### config.mk
export PLATFORM = sky130hd
export DESIGN_NAME = topic_subscription_table_core
export DESIGN_NICKNAME = d
export VERILOG_FILES = /design/src/hw/rtl/tst_pkg.sv /design/src/hw/rtl/tst_front.sv /design/src/hw/rtl/tst_queue.sv /design/src/hw/rtl/tst_back.sv /design/src/hw/rtl/topic_subscription_table_core.sv
export SDC_FILE = /design/constraint.sdc
export NUM_CORES = 2
export LEC_CHECK = 0
export BUFFER_PORTS_ARGS = -buffer_cell sky130_fd_sc_hd__buf_2
export CAP_MARGIN = 10
export CORE_MARGIN = 2
export CORE_UTILIZATION = 45
export DETAILED_ROUTE_END_ITERATION = 16
export SYNTH_ARGS = -nofsm -noshare
export SYNTH_HDL_FRONTEND = slang
export SYNTH_HIERARCHICAL = 1
export SYNTH_SLANG_ARGS = --single-unit
### constraint.sdc
create_clock -name i_clk -period 8.6 [get_ports i_clk]
set_input_delay 2.15 -clock i_clk [delete_from_list [all_inputs] [get_ports i_clk]]
set_output_delay 2.15 -clock i_clk [all_outputs]
set_load 0.005 [all_outputs]
### src/hw/rtl/tst_pkg.sv
`default_nettype none

package tst_pkg;

    // request codes on the input channel
    localparam logic [1:0] REQ_SUBSCRIBE   = 2'd0;
    localparam logic [1:0] REQ_UNSUBSCRIBE = 2'd1;
    localparam logic [1:0] REQ_PUBLISH     = 2'd2;

    // result status codes
    localparam logic [1:0] ST_OK        = 2'd0;
    localparam logic [1:0] ST_INVALID   = 2'd1;
    localparam logic [1:0] ST_FULL      = 2'd2;
    localparam logic [1:0] ST_NOT_FOUND = 2'd3;

    localparam int FIELD_ID_W    = 16;
    localparam int FIELD_TOPIC_W = 32;
    localparam int GEN_W         = 8;

    typedef enum logic [1:0] {
        K_INV,
        K_SUB,
        K_UNS,
        K_PUB
    } t_kind;

    // classified command handed from the front to the back
    typedef struct packed {
        t_kind                    kind;
        logic [FIELD_ID_W-1:0]    id;
        logic [FIELD_TOPIC_W-1:0] mask;
        logic [GEN_W-1:0]         gen;
        logic [7:0]               idx;
        logic                     release_all;
    } t_cmd;

    typedef enum logic [2:0] {
        S_IDLE,
        S_SCAN,
        S_FIN,
        S_UCHK,
        S_ONE
    } t_state;

endpackage

`default_nettype wire

### src/hw/rtl/tst_front.sv
`default_nettype none

module tst_front
    import tst_pkg::*;
#(
    parameter int SLOTS      = 16,
    parameter int TOPIC_BITS = 32,
    parameter int ID_BITS    = 16
) (
    input  wire logic [5:0]  i_topic_limit,
    input  wire logic [1:0]  i_req_type,
    input  wire logic [15:0] i_subscriber_id,
    input  wire logic [31:0] i_topic_set,
    input  wire logic        i_release_all,
    input  wire logic [15:0] i_handle_in,
    input  wire logic [4:0]  i_topic,
    output t_cmd             o_cmd
);

    logic [31:0] allowed;
    logic [15:0] id_keep;
    logic [15:0] id_m;
    logic        mask_ok;
    logic        id_ok;
    logic [7:0]  idx8;
    logic        handle_ok;

    always_comb begin
        for (int j = 0; j < 32; j++) begin
            allowed[j] = (j < TOPIC_BITS) && (6'(j) < i_topic_limit);
        end
        for (int j = 0; j < 16; j++) begin
            id_keep[j] = (j < ID_BITS);
        end
    end

    assign id_m      = i_subscriber_id & id_keep;
    assign id_ok     = (id_m != 16'd0);
    assign mask_ok   = (i_topic_set != 32'd0) && ((i_topic_set & ~allowed) == 32'd0);
    assign idx8      = i_handle_in[7:0] - 8'd1;
    assign handle_ok = (i_handle_in != 16'd0) && (idx8 < 8'(SLOTS));

    always_comb begin
        o_cmd.id          = id_m;
        o_cmd.mask        = i_topic_set;
        o_cmd.gen         = i_handle_in[15:8];
        o_cmd.idx         = idx8;
        o_cmd.release_all = i_release_all;
        o_cmd.kind        = K_INV;
        unique case (i_req_type)
            REQ_SUBSCRIBE: begin
                o_cmd.kind = (id_ok && mask_ok) ? K_SUB : K_INV;
            end
            REQ_UNSUBSCRIBE: begin
                o_cmd.kind = (handle_ok && (i_release_all || mask_ok)) ? K_UNS : K_INV;
            end
            REQ_PUBLISH: begin
                o_cmd.kind = allowed[i_topic] ? K_PUB : K_INV;
                o_cmd.mask = 32'd1 << i_topic;
            end
            default: begin
                o_cmd.kind = K_INV;
            end
        endcase
    end

endmodule

`default_nettype wire

### src/hw/rtl/tst_queue.sv
`default_nettype none

module tst_queue
    import tst_pkg::*;
(
    input  wire logic i_clk,
    input  wire logic i_rst_n,
    input  wire logic i_push,
    input  t_cmd      i_cmd,
    output logic      o_full,
    input  wire logic i_pop,
    output logic      o_valid,
    output t_cmd      o_cmd
);

    // two-entry command queue
    t_cmd       r_q [2];
    logic       r_wp;
    logic       r_rp;
    logic [1:0] r_cnt;

    assign o_full  = (r_cnt == 2'd2);
    assign o_valid = (r_cnt != 2'd0);
    assign o_cmd   = r_q[r_rp];

    always_ff @(posedge i_clk) begin
        if (i_push) begin
            r_q[r_wp] <= i_cmd;
        end
    end

    always_ff @(posedge i_clk) begin
        if (!i_rst_n) begin
            r_wp  <= 1'b0;
            r_rp  <= 1'b0;
            r_cnt <= 2'd0;
        end else begin
            if (i_push) begin
                r_wp <= ~r_wp;
            end
            if (i_pop) begin
                r_rp <= ~r_rp;
            end
            r_cnt <= r_cnt + {1'b0, i_push} - {1'b0, i_pop};
        end
    end

endmodule

`default_nettype wire

### src/hw/rtl/tst_back.sv
`default_nettype none

module tst_back
    import tst_pkg::*;
#(
    parameter int SLOTS      = 16,
    parameter int TOPIC_BITS = 32,
    parameter int ID_BITS    = 16
) (
    input  wire logic        i_clk,
    input  wire logic        i_rst_n,
    input  wire logic        i_q_valid,
    input  t_cmd             i_q_cmd,
    output logic             o_pop,
    output logic             o_out_valid,
    input  wire logic        i_out_stall,
    output logic [1:0]       o_status,
    output logic [15:0]      o_handle_out,
    output logic [15:0]      o_target_id,
    output logic             o_target_valid,
    output logic             o_last
);

    localparam int IDX_W = (SLOTS > 1) ? $clog2(SLOTS) : 1;
    localparam int ID_W  = (ID_BITS < FIELD_ID_W) ? ID_BITS : FIELD_ID_W;
    localparam int MEM_W = GEN_W + ID_W + TOPIC_BITS;
    localparam logic [IDX_W-1:0] LAST_IDX = IDX_W'(SLOTS - 1);

    // slot memory: generation, subscriber, topics
    logic [MEM_W-1:0] r_mem [SLOTS];
    logic [MEM_W-1:0] r_rdata;

    t_state                r_state;
    t_state                n_state;
    t_cmd                  r_cmd;
    logic [IDX_W-1:0]      r_ev;
    logic [SLOTS-1:0]      r_used;
    logic [SLOTS-1:0]      r_init;
    logic                  r_hit_v;
    logic [IDX_W-1:0]      r_hit_idx;
    logic [GEN_W-1:0]      r_hit_gen;
    logic [TOPIC_BITS-1:0] r_hit_top;
    logic                  r_free_v;
    logic [IDX_W-1:0]      r_free_idx;
    logic [GEN_W-1:0]      r_free_gen;
    logic                  r_pend_v;
    logic [15:0]           r_pend_id;

    logic                  r_out_valid;
    logic [1:0]            r_out_status;
    logic [15:0]           r_out_handle;
    logic [15:0]           r_out_tid;
    logic                  r_out_tvalid;
    logic                  r_out_last;

    logic [GEN_W-1:0]      rd_gen;
    logic [ID_W-1:0]       rd_sub;
    logic [TOPIC_BITS-1:0] rd_top;
    logic [IDX_W-1:0]      u_idx;
    logic [IDX_W-1:0]      cur_idx;
    logic                  cur_used;
    logic [GEN_W-1:0]      cur_gen;
    logic [ID_W-1:0]       cmd_id;
    logic [TOPIC_BITS-1:0] cmd_mask;
    logic                  is_pub;
    logic                  scan_last;
    logic                  hit_now;
    logic                  pub_match;
    logic [TOPIC_BITS-1:0] new_top;
    logic [GEN_W-1:0]      gen_inc;
    logic [GEN_W-1:0]      gen_new;
    logic                  out_free;

    logic                  adv;
    logic [IDX_W-1:0]      rd_addr;
    logic                  out_load;
    logic [1:0]            n_status;
    logic [15:0]           n_handle;
    logic [15:0]           n_tid;
    logic                  n_tvalid;
    logic                  n_last;
    logic                  mem_we;
    logic [IDX_W-1:0]      mem_wa;
    logic [MEM_W-1:0]      mem_wd;
    logic                  take_slot;
    logic                  free_slot;

    assign rd_gen    = r_rdata[MEM_W-1 -: GEN_W];
    assign rd_sub    = r_rdata[TOPIC_BITS +: ID_W];
    assign rd_top    = r_rdata[TOPIC_BITS-1:0];
    assign u_idx     = r_cmd.idx[IDX_W-1:0];
    assign cur_idx   = (r_state == S_UCHK) ? u_idx : r_ev;
    assign cur_used  = r_used[cur_idx];
    assign cur_gen   = r_init[cur_idx] ? rd_gen : '0;
    assign cmd_id    = r_cmd.id[ID_W-1:0];
    assign cmd_mask  = r_cmd.mask[TOPIC_BITS-1:0];
    assign is_pub    = (r_cmd.kind == K_PUB);
    assign scan_last = (r_ev == LAST_IDX);
    assign hit_now   = cur_used && (rd_sub == cmd_id);
    assign pub_match = cur_used && (rd_sub != '0) && ((rd_top & cmd_mask) != '0);
    assign new_top   = r_cmd.release_all ? '0 : (rd_top & ~cmd_mask);
    assign gen_inc   = r_free_gen + 8'd1;
    assign gen_new   = (gen_inc == 8'd0) ? 8'd1 : gen_inc;
    assign out_free  = !r_out_valid || !i_out_stall;

    always_comb begin
        n_state = r_state;
        unique case (r_state)
            S_IDLE: begin
                if (i_q_valid) begin
                    unique case (i_q_cmd.kind)
                        K_SUB, K_PUB: n_state = S_SCAN;
                        K_UNS:        n_state = S_UCHK;
                        K_INV:        n_state = S_ONE;
                        default:      n_state = S_ONE;
                    endcase
                end
            end
            S_SCAN: begin
                if (adv && scan_last) begin
                    n_state = S_FIN;
                end
            end
            S_FIN, S_UCHK, S_ONE: begin
                if (out_free) begin
                    n_state = S_IDLE;
                end
            end
            default: n_state = S_IDLE;
        endcase
    end

    always_comb begin
        o_pop     = 1'b0;
        adv       = 1'b0;
        rd_addr   = r_ev;
        out_load  = 1'b0;
        n_status  = ST_OK;
        n_handle  = 16'd0;
        n_tid     = 16'd0;
        n_tvalid  = 1'b0;
        n_last    = 1'b1;
        mem_we    = 1'b0;
        mem_wa    = r_ev;
        mem_wd    = '0;
        take_slot = 1'b0;
        free_slot = 1'b0;
        unique case (r_state)
            S_IDLE: begin
                o_pop   = i_q_valid;
                rd_addr = (i_q_cmd.kind == K_UNS) ? i_q_cmd.idx[IDX_W-1:0] : '0;
            end
            S_SCAN: begin
                adv     = !(is_pub && pub_match && r_pend_v && !out_free);
                rd_addr = (adv && !scan_last) ? r_ev + 1'b1 : r_ev;
                if (is_pub && pub_match && r_pend_v && out_free) begin
                    out_load = 1'b1;
                    n_tid    = r_pend_id;
                    n_tvalid = 1'b1;
                    n_last   = 1'b0;
                end
            end
            S_FIN: begin
                if (out_free) begin
                    out_load = 1'b1;
                    if (is_pub) begin
                        n_tid    = r_pend_id;
                        n_tvalid = r_pend_v;
                    end else if (r_hit_v) begin
                        mem_we   = 1'b1;
                        mem_wa   = r_hit_idx;
                        mem_wd   = {r_hit_gen, cmd_id, r_hit_top | cmd_mask};
                        n_handle = {r_hit_gen, 8'(r_hit_idx) + 8'd1};
                    end else if (r_free_v) begin
                        mem_we    = 1'b1;
                        mem_wa    = r_free_idx;
                        mem_wd    = {gen_new, cmd_id, cmd_mask};
                        take_slot = 1'b1;
                        n_handle  = {gen_new, 8'(r_free_idx) + 8'd1};
                    end else begin
                        n_status = ST_FULL;
                    end
                end
            end
            S_UCHK: begin
                rd_addr = u_idx;
                if (out_free) begin
                    out_load = 1'b1;
                    if (!cur_used || (cur_gen != r_cmd.gen)) begin
                        n_status = ST_NOT_FOUND;
                    end else begin
                        free_slot = r_cmd.release_all || (new_top == '0);
                        mem_we    = 1'b1;
                        mem_wa    = u_idx;
                        mem_wd    = free_slot ? {cur_gen, {(ID_W + TOPIC_BITS){1'b0}}}
                                              : {cur_gen, rd_sub, new_top};
                    end
                end
            end
            S_ONE: begin
                if (out_free) begin
                    out_load = 1'b1;
                    n_status = ST_INVALID;
                end
            end
            default: begin
                o_pop = 1'b0;
            end
        endcase
    end

    always_ff @(posedge i_clk) begin
        if (mem_we) begin
            r_mem[mem_wa] <= mem_wd;
        end
        r_rdata <= r_mem[rd_addr];
    end

    always_ff @(posedge i_clk) begin
        if (o_pop) begin
            r_cmd     <= i_q_cmd;
            r_pend_id <= 16'd0;
        end else if ((r_state == S_SCAN) && adv && is_pub && pub_match) begin
            r_pend_id <= 16'(rd_sub);
        end
        if ((r_state == S_SCAN) && adv && !is_pub) begin
            if (hit_now && !r_hit_v) begin
                r_hit_idx <= r_ev;
                r_hit_gen <= cur_gen;
                r_hit_top <= rd_top;
            end
            if (!cur_used && !r_free_v) begin
                r_free_idx <= r_ev;
                r_free_gen <= cur_gen;
            end
        end
        if (out_load) begin
            r_out_status <= n_status;
            r_out_handle <= n_handle;
            r_out_tid    <= n_tid;
            r_out_tvalid <= n_tvalid;
            r_out_last   <= n_last;
        end
    end

    always_ff @(posedge i_clk) begin
        if (!i_rst_n) begin
            r_state     <= S_IDLE;
            r_ev        <= '0;
            r_used      <= '0;
            r_init      <= '0;
            r_hit_v     <= 1'b0;
            r_free_v    <= 1'b0;
            r_pend_v    <= 1'b0;
            r_out_valid <= 1'b0;
        end else begin
            r_state <= n_state;
            if (o_pop) begin
                r_ev     <= '0;
                r_hit_v  <= 1'b0;
                r_free_v <= 1'b0;
                r_pend_v <= 1'b0;
            end else if ((r_state == S_SCAN) && adv) begin
                if (!scan_last) begin
                    r_ev <= r_ev + 1'b1;
                end
                if (!is_pub && hit_now) begin
                    r_hit_v <= 1'b1;
                end
                if (!is_pub && !cur_used) begin
                    r_free_v <= 1'b1;
                end
                if (is_pub && pub_match) begin
                    r_pend_v <= 1'b1;
                end
            end
            if (mem_we) begin
                r_init[mem_wa] <= 1'b1;
            end
            if (take_slot) begin
                r_used[mem_wa] <= 1'b1;
            end
            if (free_slot) begin
                r_used[mem_wa] <= 1'b0;
            end
            if (out_load) begin
                r_out_valid <= 1'b1;
            end else if (!i_out_stall) begin
                r_out_valid <= 1'b0;
            end
        end
    end

    assign o_out_valid    = r_out_valid;
    assign o_status       = r_out_status;
    assign o_handle_out   = r_out_handle;
    assign o_target_id    = r_out_tid;
    assign o_target_valid = r_out_tvalid;
    assign o_last         = r_out_last;

    a_we_state: assert property (@(posedge i_clk) disable iff (!i_rst_n)
        mem_we |-> ((r_state == S_FIN) || (r_state == S_UCHK)))
        else $error("slot memory written outside a commit state");

    a_used_init: assert property (@(posedge i_clk) disable iff (!i_rst_n)
        ((r_used & ~r_init) == '0))
        else $error("used slot with never written entry");

    a_load_free: assert property (@(posedge i_clk) disable iff (!i_rst_n)
        out_load |-> out_free)
        else $error("result register overwritten while stalled");

    a_pop_idle: assert property (@(posedge i_clk) disable iff (!i_rst_n)
        o_pop |=> (r_state != S_IDLE))
        else $error("command popped but back stayed idle");

    a_not_last_pub: assert property (@(posedge i_clk) disable iff (!i_rst_n)
        (r_out_valid && !r_out_last) |-> (r_out_tvalid && (r_out_status == ST_OK)))
        else $error("non-final result that is not a publish target");

endmodule

`default_nettype wire

### src/hw/rtl/topic_subscription_table_core.sv
`default_nettype none

// topic subscription table: SLOTS subscriber slots, each with a used flag, an 8-bit
// generation, a subscriber id and a topic mask. a request is classified on entry and
// parked in a two-deep command queue, so the input takes a new transfer while the back
// end works, until the queue is full. subscribe scans every slot once (one slot per cycle
// from the slot memory's single registered read port) and then commits; unsubscribe
// reads one slot and commits; publish scans every slot, waiting on result-side stalls,
// and sends one transfer per matching subscriber in slot order, or one with no target
// if none matches. results leave through an output register, one transfer per result,
// the final one flagged by o_last. the topic limit is to be written on its own port
// only while the block is idle, by the user; the block itself does not enforce this.

module topic_subscription_table_core
    import tst_pkg::*;
#(
    parameter int SLOTS      = 16,
    parameter int TOPIC_BITS = 32,
    parameter int ID_BITS    = 16
) (
    input  wire logic        i_clk,
    input  wire logic        i_rst_n,
    // configuration write channel
    input  wire logic        i_cfg_valid,
    output logic             o_cfg_ready,
    input  wire logic [5:0]  i_cfg_data,
    // request channel
    input  wire logic        i_in_valid,
    output logic             o_in_stall,
    input  wire logic [1:0]  i_req_type,
    input  wire logic [15:0] i_subscriber_id,
    input  wire logic [31:0] i_topic_set,
    input  wire logic        i_release_all,
    input  wire logic [15:0] i_handle_in,
    input  wire logic [4:0]  i_topic,
    // result channel
    output logic             o_out_valid,
    input  wire logic        i_out_stall,
    output logic [1:0]       o_status,
    output logic [15:0]      o_handle_out,
    output logic [15:0]      o_target_id,
    output logic             o_target_valid,
    output logic             o_last
);

    // topic limit register, reset to all topics
    logic [5:0] r_topic_limit;

    t_cmd front_cmd;
    t_cmd q_cmd;
    logic q_full;
    logic q_valid;
    logic q_pop;
    logic in_xfer;

    // configuration writes always complete
    assign o_cfg_ready = 1'b1;

    always_ff @(posedge i_clk) begin
        if (!i_rst_n) begin
            r_topic_limit <= 6'd32;
        end else if (i_cfg_valid && o_cfg_ready) begin
            r_topic_limit <= i_cfg_data;
        end
    end

    // input transfer when valid and queue not full
    assign o_in_stall = q_full;
    assign in_xfer    = i_in_valid && !q_full;

    // front: check arguments against the current topic count
    tst_front #(
        .SLOTS      (SLOTS),
        .TOPIC_BITS (TOPIC_BITS),
        .ID_BITS    (ID_BITS)
    ) u_front (
        .i_topic_limit   (r_topic_limit),
        .i_req_type      (i_req_type),
        .i_subscriber_id (i_subscriber_id),
        .i_topic_set     (i_topic_set),
        .i_release_all   (i_release_all),
        .i_handle_in     (i_handle_in),
        .i_topic         (i_topic),
        .o_cmd           (front_cmd)
    );

    // command queue between front and back
    tst_queue u_queue (
        .i_clk   (i_clk),
        .i_rst_n (i_rst_n),
        .i_push  (in_xfer),
        .i_cmd   (front_cmd),
        .o_full  (q_full),
        .i_pop   (q_pop),
        .o_valid (q_valid),
        .o_cmd   (q_cmd)
    );

    // back: slot scans, table updates and result register
    tst_back #(
        .SLOTS      (SLOTS),
        .TOPIC_BITS (TOPIC_BITS),
        .ID_BITS    (ID_BITS)
    ) u_back (
        .i_clk          (i_clk),
        .i_rst_n        (i_rst_n),
        .i_q_valid      (q_valid),
        .i_q_cmd        (q_cmd),
        .o_pop          (q_pop),
        .o_out_valid    (o_out_valid),
        .i_out_stall    (i_out_stall),
        .o_status       (o_status),
        .o_handle_out   (o_handle_out),
        .o_target_id    (o_target_id),
        .o_target_valid (o_target_valid),
        .o_last         (o_last)
    );

endmodule

`default_nettype wire

==> impl_metrics.ini <==
[status]
status = finished, final reports clean

[placed_design]
hpwl_um = 82000
place_inst = 4789
place.gp.congestion = 0.909
port_buffers = 117

[clocking]
cts_root_buf = clkbuf_16
cts.repair.resized = 0
clkTransAtPathRegs_ns = 0.06
tritoncts = yes
hold_buffers = 0
cts_setup_buffers = 0
clk_latency_ns = 0.73
cts.path.max_buffers = 3
cts_buffers = 133
cts_sinks = 1300
cts_max_level = 4

[global_routing]
grtUsageTotal_pct = 22.5
antenna_found_initial = 5
grt_pass1_wl_um = 200000
grt_pass1_vias = 29300
grt_start_max_net_pins = 142
gr-total-overflow = 0

[die]
fp.dieH_um = 347
die_area_um2 = 120000
io_pins = 122
rows = 125
start_util_pct = 45.4
die_w_um = 347
core-area_um2 = 116000

[power]
pwr_density_cell_nw_per_um2 = 315
peakVddDrop_v = 0.000405
p_total_mw = 18.6
p_leak_nw = 20.2

[detailed_routing]
vias = 29900
first_pass_iters = 5
drt_iter0_drc = 2944
route.detailed.drc = 0
wl_per_cell_um = 27.2
drt-total-wl_um = 137000
ant_nets = 0
viasPerCell = 5.96

[finish]
antenna_cells = 0
fillCellCount = 9600
nets = 3492
drive_gt1_share_pct = 19.6
stdcell_count = 5029
area_growth_pct = 12.1
multi_input_area_um2 = 14100
regArea_um2 = 37800

[logic_synthesis]
syn-instance-count = 3305
syn_avg_cell_area_um2 = 16.0
yosysWarningCount = 6
synthesis.area_um2 = 52800

[setup_path]
cp.arrival_ns = 7.00
cp.required_ns = 8.95
worstSetupEndpointType = flop
worstSetupPathType = reg2reg
setup.worst_path.start_class = flop
cp_max_fo = 24

[sta]
finalHoldViolations = 0
period_minus_slack_ns = 6.66
finalSetupViolCount = 0
fin_skew_ns = 0.0360
worst_pin_slew_ns = 1.21
whs_ns = 0.466
timing.slew.headroom_pct = 19.3
final.period_utilization_pct = 77.4
rsz0062_at_grt = false
drv_slew = 0
setup_tns_ns = 0
max_freq_mhz = 150

[worst_hold_path]
min_path_type = reg2reg

[job]
maxCapViolations = 0
-- routing by layer --
| layer | global-route usage (%) | vias up | share of wire (%) |
|---|---|---|---|
| li1 | - | 13300 | - |
| met1 | 31.7 | 15400 | 44 |
| met2 | 35.8 | 1085 | 47 |
| met3 | 3.71 | 211 | 6.2 |
| met4 | 7.10 | 8 | 2.8 |
| met5 | 0 | - | 0.039 |
-- worst max-delay path: stages, from the launching register on --
cell and delay, ns:
dfxtp_1 0.77, nand3b_1 0.57, a21oi_1 0.63, nand3_1 0.38
a21oi_4 0.41, mux2i_1 0.17, or3_1 0.67, a311oi_4 0.71
o21ai_2 0.35, nor3_4 0.95, buf_4 0.59
-- per-stage QoR --
stage,area (um2),worst slack (ns),util [%]
finish,59200,1.94,50.9
global placement,55000,2.22,47.3
floorplan,52800,0.364,-
global route,59200,1.63,50.9
detailed placement,55000,2.08,47.3
CTS,59200,2.05,50.9
-- flip-flops by register name, indices dropped and copies added (netlist names), 8 cells and up, named ones only --
name,flops
u_back/cmd_id,16
u_back/cmd_mask,32
u_back/o_handle_out,13
u_back/o_target_id,16
u_back/r_cmd,15
u_back/r_free_gen,8
u_back/r_hit_gen,8
u_back/r_hit_top,32
u_back/r_init,16
u_back/r_mem,896
u_back/r_pend_id,16
u_back/r_rdata,56
u_back/r_used,16
u_queue/r_q,126
-- worst paths after layout --
| check | start | end | slack (ns) | cells after the start |
|---|---|---|---|---|
| worst max register to register | u_back/r_state[0]$_SDFFE_PN0P_ | u_back/r_mem[11][37]$_DFFE_PP_ | 1.94 | 10 |
| worst max-delay path | u_back/r_state[0]$_SDFFE_PN0P_ | u_back/r_mem[11][37]$_DFFE_PP_ | 1.94 | 10 |
| worst min register to register | u_back/r_rdata[31]$_DFF_P_ | u_back/r_hit_top[31]$_DFFE_PP_ | 0.47 | 0 |
| worst min-delay path | u_back/r_rdata[31]$_DFF_P_ | u_back/r_hit_top[31]$_DFFE_PP_ | 0.47 | 0 |
-- power by group --
| part | switching (mW) | internal, mW |
|---|---|---|
| combinational | 3.12 | 1.94 |
| clock | 2.33 | 3.22 |
| sequential | 0.546 | 7.47 |
| total | 6.00 | 12.6 |
-- layout by cell type (no fill, tap or decap), types with 11 or more instances in the layout --
cell and instances:
edfxtp_1 1174, mux2i_1 326, mux2_2 210, clkbuf_16 138
nand2_1 129, o22ai_1 125, dfxtp_1 124, buf_2 117
nand3_1 81, nor2_1 77, a21oi_1 74, a31oi_1 50
o211ai_1 49, o31ai_1 49, buf_4 45, clkbuf_1 42
nand2b_1 39, o21ai_0 38, a22o_1 37, and2_1 36
mux2_4 31, nor3_1 29, inv_1 28, xnor2_1 26
nor2b_1 25, nand4_1 23, a22oi_1 22, o21a_1 20
nor4_1 19, clkinv_2 18, clkinv_1 15, a311oi_1 15
a32o_1 15, mux4_2 14, a21o_1 12, clkbuf_8 11
nor2_4 11, xor2_1 11
-- area by class of cell --
cell class,count,share of cell area (%)
inverter,30,0.190
multi-input combinational,1765,23.9
clock buffer,191,6.35
timing repair buffer,172,1.90
clock inverter,47,0.666
tap,1524,3.22
sequential,1300,63.8
No activity file was read; power rests on OpenSTA's default activity.
